**src/sv/ctsc_pkg.sv**
```systemverilog
// Package for the comfort turn-signal controller.
// Holds mode and phase codes, register indexes, timer width and shared types.
// No dependencies.
package ctsc_pkg;

    localparam int TIMER_BITS = 16;
    localparam int CMP_W      = (TIMER_BITS > 16) ? TIMER_BITS : 16;
    localparam int CFG_IDX_W  = 3;
    localparam int CFG_DATA_W = 16;

    typedef enum logic [2:0] {
        MD_OFF    = 3'd0,
        MD_LEFT   = 3'd1,
        MD_RIGHT  = 3'd2,
        MD_HAZARD = 3'd3,
        MD_PREOFF = 3'd4
    } mode_t;

    typedef enum logic [1:0] {
        PH_WAIT_FB = 2'd0,
        PH_SCAN    = 2'd1,
        PH_CONFIRM = 2'd2
    } phase_t;

    typedef enum logic [CFG_IDX_W-1:0] {
        REG_TIMEOUT      = 3'd0,
        REG_SCAN_DELAY   = 3'd1,
        REG_CONFIRM      = 3'd2,
        REG_QUIET        = 3'd3,
        REG_TURN_LIMIT   = 3'd4,
        REG_HAZARD_LIMIT = 3'd5,
        REG_RECHECK_GAP  = 3'd6
    } cfg_idx_t;

    typedef struct packed {
        logic [15:0] timeout_ms;
        logic [9:0]  scan_delay_ms;
        logic [9:0]  confirm_delay_ms;
        logic [15:0] quiet_delay_ms;
        logic [7:0]  turn_edge_limit;
        logic [7:0]  hazard_edge_limit;
        logic [3:0]  recheck_gap_ms;
    } cfg_t;

    typedef struct packed {
        logic  left_lamp;
        logic  right_lamp;
        mode_t mode_now;
    } res_t;

    // Direction code of a stalk sample: left only, right only, both, none.
    function automatic logic [1:0] req_pattern(input logic l, input logic r);
        logic [1:0] p;
        p = 2'(MD_OFF);
        if (l && !r) begin
            p = 2'(MD_LEFT);
        end else if (r && !l) begin
            p = 2'(MD_RIGHT);
        end else if (l && r) begin
            p = 2'(MD_HAZARD);
        end
        return p;
    endfunction

endpackage

```
**src/sv/comfort_turn_signal_controller.sv**
```systemverilog
// Top level of the comfort turn-signal controller: input register, core, result register.
// Depends on ctsc_pkg, ctsc_cfg and ctsc_core.
//
//  channel | ports                                   | handshake
//  --------+-----------------------------------------+------------------
//  input   | s_left_req s_right_req s_flasher_fb     | s_valid / s_ready
//  result  | m_left_lamp m_right_lamp m_mode_now     | m_valid / m_ready
//  config  | cfg_index cfg_wdata                     | cfg_wr_en
//
// One item per cycle sustained while the result side is not stalled; an accepted item
// waits in the input register until it advances, and then its result is loaded into
// the result register, which raises m_valid.
// The core state steps when the input register hands its item to the result register.
// Reset is synchronous and active low; it clears the valid flags and the core state.
// A stalled result holds; the input register still takes one item behind it.
module comfort_turn_signal_controller (
    input  logic                            aclk,
    input  logic                            aresetn,
    input  logic                            s_valid,
    output logic                            s_ready,
    input  logic                            s_left_req,
    input  logic                            s_right_req,
    input  logic                            s_flasher_fb,
    output logic                            m_valid,
    input  logic                            m_ready,
    output logic                            m_left_lamp,
    output logic                            m_right_lamp,
    output logic [2:0]                      m_mode_now,
    input  logic                            cfg_wr_en,
    input  logic [ctsc_pkg::CFG_IDX_W-1:0]  cfg_index,
    input  logic [ctsc_pkg::CFG_DATA_W-1:0] cfg_wdata
);
    import ctsc_pkg::*;

    cfg_t cfg;
    res_t res;
    res_t res_reg;

    logic in_vld_reg;
    logic in_l_reg, in_r_reg, in_fb_reg;
    logic out_vld_reg;
    logic advance;
    logic take;

    assign advance = in_vld_reg && (!out_vld_reg || m_ready);
    assign s_ready = !in_vld_reg || advance;
    assign take    = s_valid && s_ready;

    ctsc_cfg u_cfg (
        .aclk      (aclk),
        .aresetn   (aresetn),
        .cfg_wr_en (cfg_wr_en),
        .cfg_index (cfg_index),
        .cfg_wdata (cfg_wdata),
        .cfg       (cfg)
    );

    ctsc_core u_core (
        .aclk       (aclk),
        .aresetn    (aresetn),
        .step       (advance),
        .left_req   (in_l_reg),
        .right_req  (in_r_reg),
        .flasher_fb (in_fb_reg),
        .cfg        (cfg),
        .res        (res)
    );

    always_ff @(posedge aclk) begin
        if (!aresetn) begin
            in_vld_reg  <= 1'b0;
            out_vld_reg <= 1'b0;
        end else begin
            if (take) begin
                in_vld_reg <= 1'b1;
            end else if (advance) begin
                in_vld_reg <= 1'b0;
            end
            if (advance) begin
                out_vld_reg <= 1'b1;
            end else if (m_ready) begin
                out_vld_reg <= 1'b0;
            end
        end
    end

    always_ff @(posedge aclk) begin
        if (take) begin
            in_l_reg  <= s_left_req;
            in_r_reg  <= s_right_req;
            in_fb_reg <= s_flasher_fb;
        end
        if (advance) begin
            res_reg <= res;
        end
    end

    assign m_valid      = out_vld_reg;
    assign m_left_lamp  = res_reg.left_lamp;
    assign m_right_lamp = res_reg.right_lamp;
    assign m_mode_now   = res_reg.mode_now;

    // Input side stalls only while an item waits behind a held result.
    a_stall_cause: assert property (@(posedge aclk) disable iff (!aresetn)
        !s_ready |-> (in_vld_reg && out_vld_reg && !m_ready))
        else $error("input stalled without a held result");

    a_mode_range: assert property (@(posedge aclk) disable iff (!aresetn)
        m_valid |-> (m_mode_now <= 3'd4))
        else $error("mode code out of range");

    a_lamps_idle: assert property (@(posedge aclk) disable iff (!aresetn)
        (m_valid && (m_mode_now == MD_OFF || m_mode_now == MD_PREOFF))
        |-> (!m_left_lamp && !m_right_lamp))
        else $error("lamp on in off or pre-off");

    a_lamps_match: assert property (@(posedge aclk) disable iff (!aresetn)
        (m_valid && (m_mode_now == MD_LEFT || m_mode_now == MD_RIGHT ||
                     m_mode_now == MD_HAZARD))
        |-> ({1'b0, m_right_lamp, m_left_lamp} == m_mode_now))
        else $error("lamp drive does not match active mode");

endmodule

```
**src/sv/ctsc_cfg.sv**
```systemverilog
// Configuration register file for the turn-signal controller.
// Depends on ctsc_pkg for register indexes and the cfg_t struct.
module ctsc_cfg (
    input  logic                            aclk,
    input  logic                            aresetn,
    input  logic                            cfg_wr_en,
    input  logic [ctsc_pkg::CFG_IDX_W-1:0]  cfg_index,
    input  logic [ctsc_pkg::CFG_DATA_W-1:0] cfg_wdata,
    output ctsc_pkg::cfg_t                  cfg
);
    import ctsc_pkg::*;

    cfg_t cfg_reg;

    always_ff @(posedge aclk) begin
        if (!aresetn) begin
            cfg_reg.timeout_ms        <= 16'd5000;
            cfg_reg.scan_delay_ms     <= 10'd50;
            cfg_reg.confirm_delay_ms  <= 10'd20;
            cfg_reg.quiet_delay_ms    <= 16'd250;
            cfg_reg.turn_edge_limit   <= 8'd5;
            cfg_reg.hazard_edge_limit <= 8'd3;
            cfg_reg.recheck_gap_ms    <= 4'd5;
        end else if (cfg_wr_en) begin
            unique case (cfg_idx_t'(cfg_index))
                REG_TIMEOUT:      cfg_reg.timeout_ms        <= cfg_wdata[15:0];
                REG_SCAN_DELAY:   cfg_reg.scan_delay_ms     <= cfg_wdata[9:0];
                REG_CONFIRM:      cfg_reg.confirm_delay_ms  <= cfg_wdata[9:0];
                REG_QUIET:        cfg_reg.quiet_delay_ms    <= cfg_wdata[15:0];
                REG_TURN_LIMIT:   cfg_reg.turn_edge_limit   <= cfg_wdata[7:0];
                REG_HAZARD_LIMIT: cfg_reg.hazard_edge_limit <= cfg_wdata[7:0];
                REG_RECHECK_GAP:  cfg_reg.recheck_gap_ms    <= cfg_wdata[3:0];
                default: begin
                end
            endcase
        end
    end

    assign cfg = cfg_reg;

endmodule

```
**src/sv/ctsc_core.sv**
```systemverilog
// Mode state and per-tick next-state logic of the turn-signal controller.
// Depends on ctsc_pkg; state advances only when step is high.
module ctsc_core (
    input  logic           aclk,
    input  logic           aresetn,
    input  logic           step,
    input  logic           left_req,
    input  logic           right_req,
    input  logic           flasher_fb,
    input  ctsc_pkg::cfg_t cfg,
    output ctsc_pkg::res_t res
);
    import ctsc_pkg::*;

    localparam logic [TIMER_BITS-1:0] TIMER_MAX = {TIMER_BITS{1'b1}};

    mode_t                 mode_reg, mode_next;
    phase_t                phase_reg, phase_next;
    logic [1:0]            cand_reg, cand_next;
    logic [TIMER_BITS-1:0] ms_reg, ms_next;
    logic [7:0]            edge_reg, edge_next;
    logic                  prev_fb_reg;
    logic [3:0]            gap_reg, gap_next;
    logic                  first_reg, first_next;
    logic [1:0]            lamp_reg, lamp_next;

    logic                  opp;
    logic                  change;
    logic [1:0]            pat;

    always_comb begin
        mode_next  = mode_reg;
        phase_next = phase_reg;
        cand_next  = cand_reg;
        gap_next   = gap_reg;
        first_next = first_reg;
        lamp_next  = lamp_reg;
        change     = 1'b0;
        opp        = (mode_reg == MD_LEFT) ? right_req : left_req;
        pat        = req_pattern(left_req, right_req);

        ms_next   = (ms_reg < TIMER_MAX) ? ms_reg + 1'b1 : ms_reg;
        edge_next = ((flasher_fb != prev_fb_reg) && (edge_reg != 8'hFF)) ?
                    edge_reg + 8'd1 : edge_reg;

        unique case (mode_reg)
            MD_LEFT, MD_RIGHT: begin
                if (!first_reg) begin
                    if (flasher_fb && opp) begin
                        first_next = 1'b1;
                        gap_next   = 4'd0;
                    end
                end else begin
                    gap_next = (gap_reg != 4'hF) ? gap_reg + 4'd1 : gap_reg;
                    if (gap_next >= cfg.recheck_gap_ms) begin
                        change     = flasher_fb && opp;
                        first_next = 1'b0;
                        gap_next   = 4'd0;
                    end
                end
                if (edge_next >= cfg.turn_edge_limit || change ||
                    CMP_W'(ms_next) > CMP_W'(cfg.timeout_ms)) begin
                    mode_next  = MD_PREOFF;
                    ms_next    = '0;
                    lamp_next  = 2'd0;
                    first_next = 1'b0;
                    gap_next   = 4'd0;
                end
            end
            MD_HAZARD: begin
                if (edge_next >= cfg.hazard_edge_limit ||
                    CMP_W'(ms_next) > CMP_W'(cfg.timeout_ms)) begin
                    mode_next  = MD_PREOFF;
                    ms_next    = '0;
                    lamp_next  = 2'd0;
                    first_next = 1'b0;
                    gap_next   = 4'd0;
                end
            end
            MD_PREOFF: begin
                lamp_next = 2'd0;
                if (left_req || right_req || flasher_fb) begin
                    ms_next = '0;
                end
                if (CMP_W'(ms_next) >= CMP_W'(cfg.quiet_delay_ms)) begin
                    mode_next  = MD_OFF;
                    phase_next = PH_WAIT_FB;
                    cand_next  = 2'd0;
                end
            end
            default: begin
                // Off, and any unused mode code, behave as off.
                mode_next = MD_OFF;
                unique case (phase_reg)
                    PH_SCAN: begin
                        if (CMP_W'(ms_next) >= CMP_W'(cfg.scan_delay_ms)) begin
                            cand_next  = pat;
                            phase_next = (pat != 2'd0) ? PH_CONFIRM : PH_WAIT_FB;
                            ms_next    = '0;
                        end
                    end
                    PH_CONFIRM: begin
                        if (CMP_W'(ms_next) >= CMP_W'(cfg.confirm_delay_ms)) begin
                            if (pat == cand_reg && cand_reg != 2'd0) begin
                                mode_next  = mode_t'({1'b0, cand_reg});
                                lamp_next  = cand_reg;
                                edge_next  = 8'd0;
                                first_next = 1'b0;
                                gap_next   = 4'd0;
                            end
                            ms_next    = '0;
                            phase_next = PH_WAIT_FB;
                            cand_next  = 2'd0;
                        end
                    end
                    default: begin
                        phase_next = PH_WAIT_FB;
                        if (flasher_fb) begin
                            phase_next = PH_SCAN;
                            ms_next    = '0;
                        end
                    end
                endcase
            end
        endcase
    end

    always_ff @(posedge aclk) begin
        if (!aresetn) begin
            mode_reg    <= MD_OFF;
            phase_reg   <= PH_WAIT_FB;
            cand_reg    <= 2'd0;
            ms_reg      <= '0;
            edge_reg    <= 8'd0;
            prev_fb_reg <= 1'b0;
            gap_reg     <= 4'd0;
            first_reg   <= 1'b0;
            lamp_reg    <= 2'd0;
        end else if (step) begin
            mode_reg    <= mode_next;
            phase_reg   <= phase_next;
            cand_reg    <= cand_next;
            ms_reg      <= ms_next;
            edge_reg    <= edge_next;
            prev_fb_reg <= flasher_fb;
            gap_reg     <= gap_next;
            first_reg   <= first_next;
            lamp_reg    <= lamp_next;
        end
    end

    assign res.left_lamp  = lamp_next[0];
    assign res.right_lamp = lamp_next[1];
    assign res.mode_now   = mode_next;

endmodule

```
**config.mk**
```make
export PLATFORM = sky130hd
export DESIGN_NAME = comfort_turn_signal_controller
export DESIGN_NICKNAME = d
export VERILOG_FILES = /design/src/sv/ctsc_pkg.sv /design/src/sv/comfort_turn_signal_controller.sv /design/src/sv/ctsc_cfg.sv /design/src/sv/ctsc_core.sv
export SDC_FILE = /design/constraint.sdc
export NUM_CORES = 1
export LEC_CHECK = 0
export BUFFER_PORTS_ARGS = -buffer_cell sky130_fd_sc_hd__clkbuf_2
export CORE_MARGIN = 1.5
export CORE_UTILIZATION = 62
export DETAILED_ROUTE_END_ITERATION = 8
export PLACE_DENSITY = 0.76
export SLEW_MARGIN = 20
export SYNTH_ARGS = -nofsm -noshare
export SYNTH_HDL_FRONTEND = slang
export SYNTH_SLANG_ARGS = --single-unit
```
**constraint.sdc**
```tcl
create_clock -name aclk -period 4.1 [get_ports aclk]
set_input_delay 0.615 -clock aclk [delete_from_list [all_inputs] [get_ports aclk]]
set_output_delay 0.615 -clock aclk [all_outputs]
set_load 0.01 [all_outputs]
```
==> metrics.yaml <==
power:
  switching_share: 0.255
  power_switching_mw: 0.744
  powerDensity_nw_per_um2: 339
  vdd_drop_max_v: 0.000368
  pwr-share-seq: 0.425
  p_leak_nw: 3.61
  combPwrFrac: 0.096
  clkPwrFrac: 0.479
  power_mw: 2.91
  internal_power_mw: 2.17
worst_setup_path:
  setup.worst_path.start: "u_core.ms_reg[14]"
  timing.critical_path.from_type: "register"
  critical_path.endpoint_type: "register"
  cpLargestDelayFamily: "compound AO/OA/AOI/OAI gates"
  path_buf_inv: 2
  max_stage_delay_ps: 430
  arrival_ps: 4260
  crit_top_cell: "a21o_1"
  crit_chain: "nand3_2, nor3_4, and2_4, nor2_4, nand3_1, xor2_2, inv_1, ha_1, a21o_1, a21o_1, a2111o_1, a221oi_2, o211a_1, a311oi_4, buf_4, o31ai_2"
  cpMaxStageDelayCell: "a2111o_1"
  setup.worst_path.class: "register to register"
  r2r-start: "u_core.ms_reg[14]"
  worstPathMaxFanout: 9
  required_ps: 4440
worst_hold_path:
  min-delay-start: "s_left_req"
  hp-class: "input port to register"
route:
  drc: 0
  top_layer_used: "met4"
  wire_per_inst_um: 17.6
  finalWirelength_mm: 20.1
  dr.pass1.iters: 7
  wl_met3_mm: 1.43
  wl_met1_mm: 9.01
  drt-initial-drc-count: 546
  wl_met2_mm: 9.07
  vias: 6969
  ant_nets: 0
  vias_per_cell: 6.11
cells_and_area:
  seqCellArea_um2: 2510
  fin_nets: 1086
  n_antenna_cell: 0
  drive_above_1_share: 0.147
  layout_commonest_cell: "nand2_1"
  final_cell_mix: "nand2_1 (191), dfxtp_1 (108), inv_1 (86)"
  fin_util: 0.743
  syn_to_final_growth_pct: 14.9
  fillCellCount: 868
  largest_reg_flops: 72
  instances_no_fill: 1141
  multiInputGateArea_um2: 4600
  fin_area_um2: 8590
clock_tree:
  clk_pin_slew_ps: 60
  clk_path_buf_depth: 2
  cts_tree: "yes"
  cts.sinks: 121
  cts_buffers: 17
  cts_max_level: 4
  postCtsHoldBufs: 0
  cts-root-buf: "clkbuf_16"
  clkLatencyLatePin_ps: 430
placement:
  placed_cell_area_um2: 7930
  dp_hpwl_mm: 14.5
  place_congestion: 0.922
  portBuffers: 33
  post-place-cells: 1108
sta:
  min_period_over_period: 0.957
  maxSlewViolCount: 0
  hold_viol: 0
  final-setup-viol-count: 0
  grt_setup_unrepaired: "no"
  finClkSkew_ps: 7.89
  min_period_ps: 3920
  max_freq_ghz: 0.255
  worst_hold_slack_ps: 353
  max_slew_margin: 0.423
  worst_pin_slew_ps: 859
run_status:
  status: "complete, no violations"
die:
  ios: 34
  core_um2: 11600
  dieArea_um2: 12700
  row_count: 39
  die_h_um: 113
  fp.dieW_um: 113
  initial_core_util: 0.646
global_routing:
  antenna_found_initial: 0
  grt_max_degree: 56
  grt_pass1_wl_mm: 32.5
  grt_pass1_vias: 6568
  groute.usage.overall: 0.327
  grt.overflow.total: 0
synth:
  netlist_area_um2: 7480
  ys_seq_elements: 121
  synth_enable_flop_cells: 8
  synthCells: 935
  syn_avg_cell_area_um2: 8.00
  synth_nets: 1035
  ys_types: 76
  yosys_warnings: 0
  ys_seq_area_frac: 0.335
  async_reset_ff_frac: 0
  synthFlopType: "dfxtp_1"
job:
  maxCapViolCount: 0
## through the flow
| stage | setup WS, ps | TNS [ps] |
|---|---|---|
| 2_1_floorplan | 332 | 0 |
| 4_1_cts | 31.8 | 0 |
| 3_3_place_gp | 79.7 | 0 |
| 3_5_place_dp | -207 | -2450 |
| 5_1_grt | 4.61 | 0 |
| 6_report | 177 | 0 |
## synthesized netlist by cell type, types with 3 or more instances
| cell type | n | area share |
|---|---|---|
| a211o_1 | 4 | 0.0047 |
| a31oi_1 | 7 | 0.0059 |
| or4_1 | 5 | 0.0050 |
| a21o_1 | 15 | 0.015 |
| o21a_1 | 5 | 0.0050 |
| and2_1 | 11 | 0.0092 |
| nand4_1 | 11 | 0.0092 |
| a21oi_1 | 72 | 0.048 |
| o211ai_1 | 19 | 0.019 |
| buf_2 | 4 | 0.0027 |
| mux2i_1 | 16 | 0.021 |
| nor2_1 | 49 | 0.025 |
| and3_1 | 5 | 0.0042 |
| a211oi_1 | 11 | 0.011 |
| o31a_1 | 3 | 0.0035 |
| dfxtp_1 | 113 | 0.30 |
| xnor2_1 | 16 | 0.019 |
| nor3_1 | 14 | 0.0094 |
| xor2_1 | 11 | 0.013 |
| nand3_1 | 30 | 0.020 |
| o31ai_2 | 9 | 0.015 |
| nor2b_1 | 9 | 0.0075 |
| nand3b_1 | 3 | 0.0030 |
| a221oi_1 | 3 | 0.0035 |
| nand2_1 | 192 | 0.096 |
| clkbuf_1 | 29 | 0.015 |
| inv_1 | 86 | 0.043 |
| ha_1 | 73 | 0.12 |
| edfxtp_1 | 8 | 0.032 |
| a311oi_1 | 3 | 0.0035 |
| nor3b_1 | 3 | 0.0030 |
| o21ai_0 | 29 | 0.019 |
| nand2b_1 | 12 | 0.010 |
## power groups by stage
stage / Combinational [mW] / Sequential [mW] / Clock [mW]
CTS: 0.271 / 1.24 / 1.40
detailed placement: 0.267 / 1.26 / 0
global route: 0.306 / 1.24 / 1.45
global placement: 0.260 / 1.26 / 0
floorplan: 0.180 / 1.26 / 0
finish: 0.280 / 1.24 / 1.39
## worst reg2reg max path, delay by kind of cell (launching register included)
kind                       cells  cell delay, ps
AOI/OAI and AO/OA              7            1870
and+or+nand+nor                5             720
DFF                            1             420
buffers and inverters          2             350
adders and majority gates      1             300
xor gates and xnor gates       1             180
## metal layers
metal	global-route usage	vias to the layer above
li1	-	3346
met1	0.430	3279
met2	0.519	300
met3	0.0728	44
met4	0.143	0
met5	0	-
## final timing paths
check,to,slack [ps],cells past startpoint
worst max register to register,u_core.ms_reg[15],180,16
worst min register to register,u_cfg.cfg[58],450,2
worst max-delay path,u_core.ms_reg[15],180,16
worst min-delay path,in_l_reg,350,1
## cell families (layout without fill, tap and decap cells)
| logic type | count (synthesis) | after routing | share of synthesized area |
|---|---|---|---|
| buffers and inverters | 124 | 187 | 0.0639 |
| xor gates and xnor gates | 27 | 27 | 0.0316 |
| muxes | 18 | 18 | 0.0244 |
| AOI/OAI and AO/OA | 204 | 204 | 0.189 |
| adders and majority gates | 74 | 74 | 0.124 |
| and+or+nand+nor | 367 | 367 | 0.233 |
| DFF | 121 | 121 | 0.335 |
## final cells by class
class / count / share of cell area
sequential: 121 / 0.292
clock buffer: 23 / 0.0545
timing repair buffer: 68 / 0.0498
clock inverter: 8 / 0.00859
multi-input combinational: 690 / 0.536
tap: 143 / 0.0208
inverter: 88 / 0.0384
## timing repair
action / in CTS / in global routing
pin swaps: 1 / 5
endpoints found under the setup margin: 24 / 29
buffers inserted: 1 / 1
resized for setup: 3 / 22
Note: power is estimated with default switching activity, not from simulation.
